<file path="src/sv/stcw_pkg.sv">
// Shared types and constants for the sample-to-chunk table walker.
// No dependencies; stcw_count and the top level import this package.
package stcw_pkg;

   // Table geometry
   localparam int TABLE_DEPTH = 64;
   localparam int IDX_W       = (TABLE_DEPTH > 1) ? $clog2(TABLE_DEPTH) : 1;
   localparam int CNT_W       = $clog2(TABLE_DEPTH + 1);

   // The last run extends to chunk 0xFFFFFFFE, so its exclusive bound is all ones.
   localparam logic [31:0] LAST_RUN_BOUND = 32'hFFFF_FFFF;

   // Request modes
   typedef logic [1:0] mode_type;
   localparam mode_type MODE_LOAD    = 2'd0;
   localparam mode_type MODE_ADV_SMP = 2'd1;
   localparam mode_type MODE_ADV_CHK = 2'd2;
   localparam mode_type MODE_COUNT   = 2'd3;

   // One run entry as stored in the table memory
   typedef struct packed {
      logic [31:0] base_chunk;
      logic [31:0] chunk_samples;
   } run_entry_type;

   // One run handed to the range accumulator
   typedef struct packed {
      logic        valid;
      logic [31:0] base_chunk;
      logic [31:0] chunk_samples;
      logic [31:0] bound;
   } count_term_type;

endpackage

</file>
<file path="src/sv/stcw_count.sv">
// Range accumulator: sums samples of one run per cycle over an inclusive chunk range.
// Three stages: clip the run to the range, multiply, accumulate. Uses stcw_pkg.
module stcw_count (
   input  logic                    clock,
   input  logic                    reset,
   input  logic                    clear,
   input  stcw_pkg::count_term_type term,
   input  logic [31:0]             range_start,
   input  logic [31:0]             range_end,
   output logic [31:0]             total
);
   import stcw_pkg::*;

   logic        halt_ff, halt_in;
   logic        s1_take_ff, s1_take_in;
   logic [31:0] s1_cnt_ff, s1_spc_ff;
   logic        s2_take_ff;
   logic [31:0] s2_prod_ff, prod_lo;
   logic [31:0] total_ff;
   logic [31:0] last, hi, lo;

   // Stage 1: clip the run [first, bound-1] against the range
   always_comb begin
      last       = term.bound - 32'd1;
      hi         = (range_end < last) ? range_end : last;
      lo         = (range_start > term.base_chunk) ? range_start : term.base_chunk;
      s1_take_in = term.valid && !halt_ff && (last >= range_start);
      halt_in    = halt_ff | (s1_take_in && (last >= range_end));
   end

   // Stage 2 product, wrapping at 32 bits
   assign prod_lo = s1_cnt_ff * s1_spc_ff;

   // Control: the walk stops after the run that covers the range end
   always_ff @(posedge clock) begin
      if (reset || clear) begin
         halt_ff    <= 1'b0;
         s1_take_ff <= 1'b0;
         s2_take_ff <= 1'b0;
         total_ff   <= '0;
      end else begin
         halt_ff    <= halt_in;
         s1_take_ff <= s1_take_in;
         s2_take_ff <= s1_take_ff;
         if (s2_take_ff) begin
            total_ff <= total_ff + s2_prod_ff;
         end
      end
   end

   // Payload stages
   always_ff @(posedge clock) begin
      s1_cnt_ff  <= hi - lo + 32'd1;
      s1_spc_ff  <= term.chunk_samples;
      s2_prod_ff <= prod_lo;
   end

   assign total = total_ff;

endmodule

</file>
<file path="config.mk">
export PLATFORM = sky130hd
export DESIGN_NAME = stcw_count
export DESIGN_NICKNAME = d
export VERILOG_FILES = /design/src/sv/stcw_pkg.sv /design/src/sv/stcw_count.sv
export SDC_FILE = /design/constraint.sdc
export NUM_CORES = 2
export LEC_CHECK = 0
export BUFFER_PORTS_ARGS = -buffer_cell sky130_fd_sc_hd__buf_2
export CAP_MARGIN = 20
export CORE_MARGIN = 2
export CORE_UTILIZATION = 65
export DETAILED_ROUTE_END_ITERATION = 8
export HOLD_SLACK_MARGIN = 0.02
export PLACE_DENSITY_LB_ADDON = 0.05
export SYNTH_ARGS = -nofsm -noshare
export SYNTH_HDL_FRONTEND = slang
export SYNTH_SLANG_ARGS = --single-unit
</file>
<file path="constraint.sdc">
create_clock -name clock -period 13.5 [get_ports clock]
set_clock_uncertainty 0.1 [all_clocks]
set_input_delay 0.675 -clock clock [delete_from_list [all_inputs] [get_ports clock]]
set_output_delay 0.675 -clock clock [all_outputs]
set_load 0.1 [all_outputs]
</file>
==> metrics.txt <==
sequential area share after synthesis 10.2%; post_cts resized 0; max incr delay on CP 1.03 ns; top-area cell type share of the netlist area 31.8%; RSZ-0062 raised after global routing no; MaxCap Viol Count 0; Residual DRC 0; most frequent cell after synthesis inv_1; CTS H-tree depth 4; Reg2Reg Capture Point s2_prod_ff[29]; CTS tree done; endpoints failing setup 0; nets 3,933; Pre-Repair DR Iteration Count 5; post-synthesis cell area 25,800 um^2; CP Data Arrival Time 8.35 ns; initial antenna violation count 2; most used standard cells in the synthesized netlist inv_1 (517), fa_1 (410), nand2_1 (324); #FFs+latches synth 131; Die Ht 203 um; final period utilization 60.3%; vias in the first global route 22,400; crit path to s2_prod_ff[29]; layout cells sized above 1 9.64%; DPL Wire Length 56.6 mm; status complete, no violations; Reg2Reg Setup Slack 5.36 ns; core area 39,500 um^2; # IOs 196; RePlAce Congestion 0.939; area grow syn2layout 7.99%; Iter 0 DRT Violations 1,291; fin util 70.7%; critical path fanouts, max 25; critical path required time 13.71 ns; Crit Path Category reg2reg; ys async rst share 0%; critical path launch point s1_spc_ff[7]; first-pass GRT wire length 113 mm; R2R depth 22; number of buffers created by CTS 17; Worst Hold Class in2reg; Slew @ Worst Pin 1.22 ns; largest net degree at the start of global routing 39; mean post-synth cell area 8.86 um^2; clock sink count 131; Routed Antenna Nets 0; Post-synth EDFFs 0; Site Rows 73; final hold violation count 0; Post-Syn Nets 3,800; Fin Setup TNS 0 ns; CTS clk-pin slew, worst paths 0.08 ns; Clock Latency Late Sink 0.46 ns; cell taking the most area after synthesis fa_1; via/cell ratio 5.78; starting density of the core 65.4%; Max Fclk 123 MHz; pins over their slew limit 0; logic depth of the worst path, buffers included 22; die extent in x 203 um; type of origin of the critical path flop; setup repair bufs after CTS 0; Post-synth top flop dfxtp_1; drt total wl 69.6 mm; Vias 20,700; Crit. End Element flop; maximum root-to-sink buffer count 2; Worst Hold Path Cells 1; Port Buffers 195; min cycle time layout 8.14 ns; Cell Chain, Critical Path and2_1 > fa_1 > fa_1 > fa_1 > inv_1 > fa_1 > inv_1 > fa_1 > inv_1 > fa_1 > inv_1 > fa_1 > fa_1 > ha_1 > a21o_1 > a21o_1 > a21oi_1 > nand2_1 > nor4_1 > nor4b_1 > nor3b_1 > xnor2_1; Post-CTS Hold Buffers 0; GRT Overall Usage 35.1%; most frequent CP cell fa_1; Slowest-stage cell, CP dfxtp_1; most area-consuming cells after synthesis fa_1 (32%), ha_1 (15%), dfxtp_1 (10%), inv_1 (7.5%), and2_1 (6.5%); CP top delay family adder cells; Root Buffer clkbuf_16; Syn Inst Count 2,914; Die Area 41,300 um^2; Max transition margin 18.3%; yosys warns 0; Distinct cells, synth 66; CP Buf/Inv Count 4; Avg WL per Cell 19.4 um; RR Startpoint s1_spc_ff[7]; Overflow after GRT 0
stage by stage:
step | hold slack (ns) | setup slack, ns | area (um^2) | instances
floorplan | 0.306 | 6.09 | 25800 | 2914
global placement | 0.312 | 5.06 | 27200 | 3552
detailed placement | 0.330 | 5.03 | 27200 | 3552
CTS | 0.200 | 5.44 | 27900 | 3584
global route | 0.202 | 4.78 | 27900 | 3586
finish | 0.209 | 5.36 | 27900 | 3586
metal layers:
metal  wire length [um]  vias up  part of all wire [%]  GRT usage, %
li1                   -     9490                     -             -
met1              26800    10300                    38          41.8
met2              34800      774                    50          61.8
met3               4770      194                   6.9          6.31
met4               3200        2                   4.6          16.0
met5                 13        -                 0.019         0.476
cell families (layout without fill, tap and decap cells):
| kind of cell | Yosys count | after routing | synth area share, % |
|---|---|---|---|
| AND/OR/NAND/NOR | 864 | 864 | 17.0 |
| AO/OA/AOI/OAI | 341 | 341 | 8.43 |
| other | 0 | 1 | 0 |
| adder cells (fa/ha/maj) | 722 | 722 | 46.9 |
| XOR/XNOR | 155 | 155 | 5.34 |
| buffers and inverters | 624 | 770 | 9.09 |
| multiplexers | 77 | 77 | 3.12 |
| flip-flops | 131 | 131 | 10.2 |
flip-flops by register name (all words and copies together) (netlist names):
signal	cells
s1_cnt_ff	32
total	32
halt_ff	1
s2_take_ff	1
s1_spc_ff	32
s1_take_ff	1
s2_prod_ff	32
final cells by class:
| class | count | area, um^2 |
|---|---|---|
| Clock inverter | 15 | 184 |
| Tap cell | 525 | 657 |
| Antenna cell | 1 | 2.50 |
| Timing Repair Buffer | 220 | 1180 |
| Multi-Input combinational cell | 2159 | 20900 |
| Sequential cell | 131 | 2620 |
| Fill cell | 3190 | 11600 |
| Inverter | 518 | 1940 |
| Clock buffer | 17 | 425 |
cell usage in the layout, fill, tap and decap left out, drive strengths merged, types with 6 or more instances in the layout:
cell type,count
fa,410
or4,7
mux2i,50
dfxtp,131
a211oi,20
a21oi,108
or3,13
xor2,52
o21a,22
nor4,11
nand2b,17
a31oi,13
buf,220
and3,16
o21bai,10
nand2,324
nand3,23
a21o,47
nor2b,13
mux2,27
nor2,96
o21ai,64
inv,525
ha,312
o31ai,9
nor3,31
xnor2,102
clkinv,6
nand4,23
clkbuf,17
and2,270
worst min path at each step:
stage / start / end
global placement: s1_take_ff / s2_take_ff
floorplan: s1_take_ff / s2_take_ff
finish: term[49] / s1_spc_ff[17]
global route: term[47] / s1_spc_ff[15]
CTS: term[49] / s1_spc_ff[17]
detailed placement: s1_take_ff / s2_take_ff
Power is left out: the tool's default activity adds up to more than one toggle a clock period on the data nets, which glitch-free logic cannot reach.
